**src/hw/rtl/bkr_pkg.sv**
```systemverilog
// ----------------------------------------------------------------------------
// bkr_pkg
// Shared types, constants and helper functions of the banker's resource
// manager.
// ----------------------------------------------------------------------------
package bkr_pkg;

    localparam int PROCESSES  = 8;
    localparam int RESOURCES  = 4;
    localparam int COUNT_BITS = 8;
    localparam int FREE_BITS  = 12;

    localparam int CMD_BITS  = 3;
    localparam int PROC_BITS = 3;
    localparam int RES_BITS  = 2;
    localparam int ROW_BITS  = RESOURCES * COUNT_BITS;

    typedef enum logic [CMD_BITS-1:0] {
        CMD_SET_TOTAL = 3'd0,
        CMD_SET_CLAIM = 3'd1,
        CMD_SET_HELD  = 3'd2,
        CMD_REQUEST   = 3'd3,
        CMD_RELEASE   = 3'd4,
        CMD_CHECK     = 3'd5
    } cmd_t;

    typedef logic [COUNT_BITS-1:0]               count_t;
    typedef logic signed [FREE_BITS-1:0]         unit_t;
    typedef unit_t                               unit_vec_t [RESOURCES];
    typedef logic [RESOURCES-1:0][COUNT_BITS-1:0] row_t;

    function automatic unit_t ext_count(count_t c);
        return unit_t'({{(FREE_BITS-COUNT_BITS){1'b0}}, c});
    endfunction

    // True when need = claim - held is at most work for every resource.
    function automatic logic row_fits(row_t claim, row_t held, unit_vec_t work);
        logic  ok;
        unit_t need;
        ok = 1'b1;
        for (int i = 0; i < RESOURCES; i++)
        begin
            need = ext_count(claim[i]) - ext_count(held[i]);
            if (need > work[i])
            begin
                ok = 1'b0;
            end
        end
        return ok;
    endfunction

endpackage

```
**src/hw/rtl/bkr_if.sv**
```systemverilog
// ----------------------------------------------------------------------------
// bkr_cmd_if / bkr_rsp_if
// Valid/ready channels for commands and responses.
// ----------------------------------------------------------------------------
interface bkr_cmd_if;
    logic                           valid;
    logic                           ready;
    logic [bkr_pkg::CMD_BITS-1:0]   command;
    logic [bkr_pkg::PROC_BITS-1:0]  process;
    logic [bkr_pkg::RES_BITS-1:0]   resource;
    logic [bkr_pkg::COUNT_BITS-1:0] amount;

    modport source (output valid, command, process, resource, amount, input ready);
    modport sink   (input valid, command, process, resource, amount, output ready);
endinterface

interface bkr_rsp_if;
    logic valid;
    logic ready;
    logic granted;
    logic safe;

    modport source (output valid, granted, safe, input ready);
    modport sink   (input valid, granted, safe, output ready);
endinterface

```
**src/hw/rtl/bkr_ram.sv**
```systemverilog
// ----------------------------------------------------------------------------
// bkr_ram
// Generic single-write, single-read RAM with a registered read port.
// ----------------------------------------------------------------------------
module bkr_ram #(
    parameter int WIDTH = 8,
    parameter int DEPTH = 8
) (
    input  logic                     clk,
    input  logic                     we,
    input  logic [$clog2(DEPTH)-1:0] waddr,
    input  logic [WIDTH-1:0]         wdata,
    input  logic [$clog2(DEPTH)-1:0] raddr,
    output logic [WIDTH-1:0]         rdata
);

    logic [WIDTH-1:0] mem [DEPTH];

    always_ff @(posedge clk)
    begin
        if (we)
        begin
            mem[waddr] <= wdata;
        end
        rdata <= mem[raddr];
    end

endmodule

```
**src/hw/rtl/bankers_resource_manager_unit.sv**
```systemverilog
// ----------------------------------------------------------------------------
// bankers_resource_manager_unit
// Banker's algorithm resource manager with a row-wise safety search.
// ----------------------------------------------------------------------------
// Usage: commands arrive on cmd, one response per command leaves on rsp.
// Claim and held amounts live in two RAMs with one row per process, all
// resources side by side; totals and free counts are registers.
// A load, request or release reads the process row in the transfer cycle and
// writes a changed row back in the next one; rsp.valid rises after the EXEC
// and RESP states, with cmd.ready back high in the same cycle. A safety check
// starts the work vector at the free counts and scans one process row per
// cycle through the RAM read port, restarting at process 0 after each mark;
// when the scan ends, the result passes through RESP into the output register.
// One command is in progress at a time; a new one is taken as soon as the
// previous result sits in the output register.
// Reset clears totals and free counts, then a clearing pass through S_CLEAR
// zeroes every claim and held row; cmd.ready stays low meanwhile.
// A stalled receiver holds the response; the unit then waits with the next
// result until the output register is free.
// ----------------------------------------------------------------------------
module bankers_resource_manager_unit (
    input  logic      clk,
    input  logic      rst_n,
    bkr_cmd_if.sink   cmd,
    bkr_rsp_if.source rsp
);
    import bkr_pkg::*;

    typedef enum logic [2:0] {
        S_CLEAR,
        S_IDLE,
        S_EXEC,
        S_SCAN,
        S_RESP
    } state_t;

    state_t                state_reg;
    logic [CMD_BITS-1:0]   cmd_reg;
    logic [PROC_BITS-1:0]  proc_reg;
    logic [RES_BITS-1:0]   res_reg;
    count_t                amt_reg;
    count_t                total_reg [RESOURCES];
    unit_t                 free_reg  [RESOURCES];
    unit_vec_t             work_reg;
    logic [PROCESSES-1:0]  marks_reg;
    logic [PROC_BITS-1:0]  ptr_reg;
    logic [PROC_BITS-1:0]  cnt_reg;
    logic                  granted_reg;
    logic                  safe_reg;
    logic                  res_granted_reg;
    logic                  res_safe_reg;
    logic                  out_valid_reg;

    logic [PROC_BITS-1:0]  raddr;
    row_t                  claim_rd;
    row_t                  held_rd;
    row_t                  claim_wd;
    row_t                  held_wd;
    logic                  claim_we;
    logic                  held_we;
    logic                  fit;
    logic                  exec_ok;
    count_t                held_cur;
    count_t                held_new;
    unit_t                 free_new;
    logic [COUNT_BITS:0]   held_sum;

    assign cmd.ready     = (state_reg == S_IDLE);
    assign rsp.valid     = out_valid_reg;
    assign rsp.granted   = granted_reg;
    assign rsp.safe      = safe_reg;

    assign fit = !marks_reg[ptr_reg] && row_fits(claim_rd, held_rd, work_reg);

    always_comb
    begin
        unique case (state_reg)
            S_IDLE:
                raddr = (cmd_t'(cmd.command) == CMD_CHECK) ? '0 : cmd.process;
            S_SCAN:
                raddr = fit ? '0 : PROC_BITS'(ptr_reg + 1'b1);
            default:
                raddr = ptr_reg;
        endcase
    end

    // Read-modify-write of one lane of the process row.
    always_comb
    begin
        held_cur = held_rd[res_reg];
        held_sum = {1'b0, held_cur} + {1'b0, amt_reg};
        held_new = held_cur;
        free_new = free_reg[res_reg];
        exec_ok  = 1'b0;
        claim_wd = claim_rd;
        held_wd  = held_rd;
        claim_we = 1'b0;
        held_we  = 1'b0;
        unique case (cmd_t'(cmd_reg))
            CMD_SET_TOTAL:
            begin
                free_new = free_reg[res_reg] + ext_count(amt_reg)
                           - ext_count(total_reg[res_reg]);
                exec_ok  = 1'b1;
            end
            CMD_SET_CLAIM:
            begin
                claim_wd[res_reg] = amt_reg;
                claim_we = 1'b1;
                exec_ok  = 1'b1;
            end
            CMD_SET_HELD:
            begin
                held_new = amt_reg;
                free_new = free_reg[res_reg] + ext_count(held_cur) - ext_count(amt_reg);
                exec_ok  = 1'b1;
            end
            CMD_REQUEST:
            begin
                if (free_reg[res_reg] >= ext_count(amt_reg) && !held_sum[COUNT_BITS])
                begin
                    held_new = held_sum[COUNT_BITS-1:0];
                    free_new = free_reg[res_reg] - ext_count(amt_reg);
                    exec_ok  = 1'b1;
                end
            end
            CMD_RELEASE:
            begin
                if (held_cur >= amt_reg)
                begin
                    held_new = held_cur - amt_reg;
                    free_new = free_reg[res_reg] + ext_count(amt_reg);
                    exec_ok  = 1'b1;
                end
            end
            default:
            begin
                exec_ok = 1'b0;
            end
        endcase
        held_wd[res_reg] = held_new;
        if (state_reg == S_EXEC && exec_ok && cmd_t'(cmd_reg) != CMD_SET_CLAIM
            && cmd_t'(cmd_reg) != CMD_SET_TOTAL)
        begin
            held_we = 1'b1;
        end
        if (state_reg != S_EXEC)
        begin
            claim_we = 1'b0;
        end
        // The clearing pass after reset writes zero rows at proc_reg.
        if (state_reg == S_CLEAR)
        begin
            claim_wd = '0;
            held_wd  = '0;
            claim_we = 1'b1;
            held_we  = 1'b1;
        end
    end

    bkr_ram #(.WIDTH(ROW_BITS), .DEPTH(PROCESSES)) u_claim_ram (
        .clk   (clk),
        .we    (claim_we),
        .waddr (proc_reg),
        .wdata (claim_wd),
        .raddr (raddr),
        .rdata (claim_rd)
    );

    bkr_ram #(.WIDTH(ROW_BITS), .DEPTH(PROCESSES)) u_held_ram (
        .clk   (clk),
        .we    (held_we),
        .waddr (proc_reg),
        .wdata (held_wd),
        .raddr (raddr),
        .rdata (held_rd)
    );

    always_ff @(posedge clk or negedge rst_n)
    begin
        if (!rst_n)
        begin
            state_reg       <= S_CLEAR;
            out_valid_reg   <= 1'b0;
            granted_reg     <= 1'b0;
            safe_reg        <= 1'b0;
            res_granted_reg <= 1'b0;
            res_safe_reg    <= 1'b0;
            marks_reg       <= '0;
            ptr_reg         <= '0;
            cnt_reg         <= '0;
            cmd_reg         <= '0;
            proc_reg        <= '0;
            res_reg         <= '0;
            amt_reg         <= '0;
            for (int i = 0; i < RESOURCES; i++)
            begin
                total_reg[i] <= '0;
                free_reg[i]  <= '0;
                work_reg[i]  <= '0;
            end
        end
        else
        begin
            if (out_valid_reg && rsp.ready && state_reg != S_RESP)
            begin
                out_valid_reg <= 1'b0;
            end
            unique case (state_reg)
                S_CLEAR:
                begin
                    proc_reg <= PROC_BITS'(proc_reg + 1'b1);
                    if (proc_reg == PROC_BITS'(PROCESSES - 1))
                    begin
                        state_reg <= S_IDLE;
                    end
                end
                S_IDLE:
                begin
                    if (cmd.valid)
                    begin
                        cmd_reg  <= cmd.command;
                        proc_reg <= cmd.process;
                        res_reg  <= cmd.resource;
                        amt_reg  <= cmd.amount;
                        if (cmd_t'(cmd.command) == CMD_CHECK)
                        begin
                            for (int i = 0; i < RESOURCES; i++)
                            begin
                                work_reg[i] <= free_reg[i];
                            end
                            marks_reg <= '0;
                            ptr_reg   <= '0;
                            cnt_reg   <= '0;
                            state_reg <= S_SCAN;
                        end
                        else
                        begin
                            state_reg <= S_EXEC;
                        end
                    end
                end
                S_EXEC:
                begin
                    if (exec_ok)
                    begin
                        free_reg[res_reg] <= free_new;
                        if (cmd_t'(cmd_reg) == CMD_SET_TOTAL)
                        begin
                            total_reg[res_reg] <= amt_reg;
                        end
                    end
                    res_granted_reg <= exec_ok;
                    res_safe_reg    <= 1'b0;
                    state_reg       <= S_RESP;
                end
                S_SCAN:
                begin
                    if (fit)
                    begin
                        marks_reg[ptr_reg] <= 1'b1;
                        for (int i = 0; i < RESOURCES; i++)
                        begin
                            work_reg[i] <= work_reg[i] + ext_count(held_rd[i]);
                        end
                        ptr_reg <= '0;
                        cnt_reg <= PROC_BITS'(cnt_reg + 1'b1);
                        if (cnt_reg == PROC_BITS'(PROCESSES - 1))
                        begin
                            res_granted_reg <= 1'b0;
                            res_safe_reg    <= 1'b1;
                            state_reg       <= S_RESP;
                        end
                    end
                    else if (ptr_reg == PROC_BITS'(PROCESSES - 1))
                    begin
                        res_granted_reg <= 1'b0;
                        res_safe_reg    <= 1'b0;
                        state_reg       <= S_RESP;
                    end
                    else
                    begin
                        ptr_reg <= PROC_BITS'(ptr_reg + 1'b1);
                    end
                end
                S_RESP:
                begin
                    if (!out_valid_reg || rsp.ready)
                    begin
                        out_valid_reg <= 1'b1;
                        granted_reg   <= res_granted_reg;
                        safe_reg      <= res_safe_reg;
                        state_reg     <= S_IDLE;
                    end
                end
                default:
                begin
                    state_reg <= S_IDLE;
                end
            endcase
        end
    end

endmodule

```
**src/flat_wrapper.sv**
```systemverilog
// flat-port wrapper written by rule: the top's interface ports become plain ports
module bankers_resource_manager_unit_flat import bkr_pkg::*;
  (clk, rst_n, cmd_valid, cmd_command, cmd_process, cmd_resource, cmd_amount, cmd_ready, rsp_valid, rsp_granted, rsp_safe, rsp_ready);
  bkr_cmd_if cmd_i ();
  bkr_rsp_if rsp_i ();
  input  logic clk;
  input  logic rst_n;
  input wire logic [$bits(cmd_i.valid)-1:0] cmd_valid;
  input wire logic [$bits(cmd_i.command)-1:0] cmd_command;
  input wire logic [$bits(cmd_i.process)-1:0] cmd_process;
  input wire logic [$bits(cmd_i.resource)-1:0] cmd_resource;
  input wire logic [$bits(cmd_i.amount)-1:0] cmd_amount;
  output wire logic [$bits(cmd_i.ready)-1:0] cmd_ready;
  output wire logic [$bits(rsp_i.valid)-1:0] rsp_valid;
  output wire logic [$bits(rsp_i.granted)-1:0] rsp_granted;
  output wire logic [$bits(rsp_i.safe)-1:0] rsp_safe;
  input wire logic [$bits(rsp_i.ready)-1:0] rsp_ready;
  assign cmd_i.valid = cmd_valid;
  assign cmd_i.command = cmd_command;
  assign cmd_i.process = cmd_process;
  assign cmd_i.resource = cmd_resource;
  assign cmd_i.amount = cmd_amount;
  assign cmd_ready = cmd_i.ready;
  assign rsp_valid = rsp_i.valid;
  assign rsp_granted = rsp_i.granted;
  assign rsp_safe = rsp_i.safe;
  assign rsp_i.ready = rsp_ready;
  bankers_resource_manager_unit u_core (.clk(clk), .rst_n(rst_n), .cmd(cmd_i), .rsp(rsp_i));
endmodule
```
**config.mk**
```make
export PLATFORM = sky130hd
export DESIGN_NAME = bankers_resource_manager_unit_flat
export DESIGN_NICKNAME = d
export VERILOG_FILES = /design/src/hw/rtl/bkr_pkg.sv /design/src/hw/rtl/bkr_if.sv /design/src/hw/rtl/bkr_ram.sv /design/src/hw/rtl/bankers_resource_manager_unit.sv /design/src/flat_wrapper.sv
export SDC_FILE = /design/constraint.sdc
export NUM_CORES = 1
export LEC_CHECK = 0
export ABC_CLOCK_PERIOD_IN_PS = 7150
export BUFFER_PORTS_ARGS = -buffer_cell sky130_fd_sc_hd__buf_2
export CAP_MARGIN = 10
export CORE_MARGIN = 3
export CORE_UTILIZATION = 35
export DETAILED_ROUTE_END_ITERATION = 6
export PLACE_DENSITY = 0.5
export SYNTH_ARGS = -nofsm -noshare
export SYNTH_HDL_FRONTEND = slang
export SYNTH_HIERARCHICAL = 1
export SYNTH_SLANG_ARGS = --single-unit
```
**constraint.sdc**
```tcl
create_clock -name clk -period 7.15 [get_ports clk]
set_input_delay 0 -clock clk [delete_from_list [all_inputs] [get_ports clk]]
set_output_delay 0 -clock clk [all_outputs]
set_load 0.02 [all_outputs]
```
==> summary.md <==
| Metric | Value |
|---|---|
| Initial antenna violation count | 4 |
| Port-buffer cells | 23 |
| Finish-stage setup viols | 0 |
| Core box area | 103800 um^2 |
| Worst clock skew | 0.03487 ns |
| Worst reg2reg setup slack | 1.03 ns |
| Die H | 329.9 um |
| Drt pass-1 iters | 7 |
| Post-Synth XOR/XNOR Area | 0.01714 |
| Largest net degree at the start of global routing | 74 |
| Clock sinks | between 700 and 800 |
| Cell count after synthesis | around 2700 |
| Critical Path RT | 7.68 ns |
| Hpwl dp | 72050 um |
| Remaining global-route overflow | 0 |
| Initial drt markers | 2092 |
| Vias per cell | 5.610 |
| Cells after DPL | 4076 |
| Tightest Hold Check Type | primary input to flop |
| Final nets | 3017 |
| Fin crit period | 6.123 ns |
| Status | completed |
| Top-Level Pins | 24 |
| Max-slew violations | 0 |
| Final hold slack | 0.08202 ns |
| WL per Instance | 25.18 um |
| Critical path startpoint | u_core/u_held_ram/rdata[0] |
| Synth Area in Simple Gates | 0.06922 |
| Startpoint types | flop |
| TritonCTS buffer count | 82 |
| First-pass GRT wire length | 159100 um |
| WP data arrival | 6.65 ns |
| Critical path class | flop to flop |
| Clock Root Buffer | clkbuf_16 |
| Setup tns final | 0 ns |
| Yosys warning total | 6 |
| Worst-Skew Late Latency | 0.66 ns |
| Largest regs | u_core/u_claim_ram/mem (256), u_core/u_held_ram/mem (256) |
| Starting Density | 0.3539 |
| Sequential cell area fraction in the yosys report | 0.5666 |
| Netlist area before placement | 36730 um^2 |
| Compound-Gate Fraction of Synth Area | 0.1041 |
| Yosys cell types | 78 |
| GRT Overall Usage | 0.1963 |
| Vias in the first global route | 23940 |
| Clock buffer depth | 3 |
| Async SR Flop Fraction | 0.2237 |
| Clock-pin slew on the worst setup and hold paths | 0.06 ns |
| DP Worst Slack | roughly 1.1 ns |
| Post-synth EDFFs | just over 500 |
| Largest cells by area after synthesis | edfxtp_1 42%, dfrtp_1 11%, ha_1 5.9% |
| Syn Area/Cell | about 14 um^2 |
| Hold_buf cts | 22 |
| Max Freq | 0.1633 GHz |
| Yosys top cell by area | edfxtp_1 |
| CP Capture Type | flop |
| Placement Rows | 118 |
| Max-cap violation count | 0 |
| CP Max Fanout | 25 |
| WL final | 107000 um |
| Unrepaired setup endpoints after global routing | false |
| Via count | ~24000 |
| Yosys reg bits | approximately 740 |
| Share of cells above drive strength 1 | 0.1655 |
| Worst setup path endpoint | u_core/u_held_ram/rdata[19] |
| Die Area | 108900 um^2 |
| PnR worst setup slack | slightly above 1 ns |
| Worst slew margin | 0.2594 |
| CTS tree | yes |
| RR Endpoint | u_core/u_held_ram/rdata[19] |
| Gpl congestion | ~0.90 |
| Crit share post-route | 0.8564 |
| Largest family of logic cells by synthesized area | multiplexers |
| Adder-Cell Fraction of Synth Area | 0.07072 |
| R2r worst-path depth | 21 |
| Area share of the largest cell type after synthesis | 0.4186 |
| CTS H-tree lvls | 3 |
| Mux cell area share after synthesis | 0.1389 |
| Worst-margin pin slew | between 1 and 1.5 ns |
| Post-CTS setup buffer count | 0 |
| R2r startpoint | u_core/u_held_ram/rdata[0] |
| Die Wd | 329.9 um |
| Final hold violations | 0 |
| Drt drc | 0 |
| Area Overhead vs Synth | 13.84% |
| Final Non-Filler Cells | 4250 |
| Syn nets | roughly 2900 |
| PostCTS Resize Cnt | 0 |
| N_diodes | 0 |
| Final antenna-violating net count | 0 |
| Post-synth top flop | edfxtp_1 |
-- cell usage after synthesis, drive strengths merged, types with 6 or more instances --
master / count
a22oi: 11
nand2b: 34
buf: 62
xnor2: 47
a21oi: 156
nor4: 7
a31oi: 23
or3: 6
clkbuf: 72
nor2b: 35
dfxtp: 64
a221oi: 7
ha: 174
a21o: 48
o21ai: 213
o22ai: 8
a211oi: 22
nand4: 17
mux4: 156
a41oi: 7
inv: 150
o31ai: 10
mux2: 110
edfxtp: 512
o21bai: 10
o221ai: 6
and2: 13
dfrtp: 166
or2: 11
nor2: 117
nand2: 184
fa: 21
o211ai: 15
nand3: 57
xor2: 24
nor3: 33
o21a: 17
and3: 7
-- critical path, cell delays in order, from the launching register on --
cell and delay, ns:
dfxtp_1 0.52, ha_1 0.27, fa_1 0.23, nor2b_1 0.05, o21ai_0 0.16, nand2b_1 0.11, a21oi_1 0.16, nor2b_1 0.07
o21ai_0 0.18, nand2b_1 0.09, a21oi_1 0.32, ha_1 0.34, nand4_2 0.14, a21oi_1 0.06, nor4_1 0.30, mux2_2 0.38
or4_1 0.52, and2_1 0.24, a222oi_1 0.38, clkinv_2 0.67, buf_4 0.47, mux2_2 0.30
-- cells in the final DEF (no fill, tap or decap), types with 15 or more instances in the layout --
master           n
a211oi_1        17
a21o_1          48
a21oi_1        155
a31oi_1         23
buf_2           22
buf_4           76
clkbuf_1        22
clkbuf_16       82
dfrtp_1        164
dfxtp_1         64
dlygate4sd3_1   21
edfxtp_1       512
fa_1            21
ha_1           174
inv_1          148
mux2_2         110
mux4_1          80
mux4_2          76
nand2_1        183
nand2b_1        34
nand3_1         57
nand4_1         16
nor2_1          99
nor2b_1         33
nor3_1          26
o211ai_1        15
o21a_1          17
o21ai_0        211
xnor2_1         46
xor2_1          24
-- metal layers --
metal	global-route usage	part of all wire	up-vias
li1	-	-	10580
met1	0.2785	0.45	12340
met2	0.3186	0.47	809
met3	0.02509	0.054	116
met4	0.05290	0.022	0
met5	0	0	-
-- kinds of logic (layout without fill, tap and decap cells) --
family / count (synthesis) / after routing
flip-flops: 742 / 742
AO/OA/AOI/OAI: 617 / 617
AND/OR/NAND/NOR: 539 / 539
buffers and inverters: 285 / 435
multiplexers: 271 / 271
adder cells (fa/ha/maj): 195 / 195
XOR/XNOR: 71 / 71
-- stage by stage --
step	area, um^2	utilization
floorplan	36730	-
global placement	38900	0.3748
detailed placement	38900	0.3748
CTS	41810	0.4028
global route	41810	0.4028
finish	41810	0.4028
-- final cells by class --
cell class | count | area [um^2]
Tap cell | 1380 | 1727
Timing Repair Buffer | 132 | 1150
Clock inverter | 36 | 377.9
Multi-Input combinational cell | 1693 | 14870
Fill cell | 9488 | 61980
Sequential cell | 742 | 20810
Clock buffer | 116 | 2300
Inverter | 151 | 570.5
-- how the worst min path moves through the flow --
stage | start | endpoint | cells past startpoint
after global routing | cmd_resource[1] | u_core/res_reg[1] | 4
after floorplan | rst_n | u_core/amt_reg[0] | 0
after global placement | rst_n | u_core/marks_reg[4] | 1
after detailed placement | rst_n | u_core/marks_reg[4] | 1
final | cmd_resource[1] | u_core/res_reg[1] | 4
after CTS | cmd_resource[1] | u_core/res_reg[1] | 4
Power is left out: the tool's default activity adds up to more than one toggle a clock period on the data nets, which glitch-free logic cannot reach.
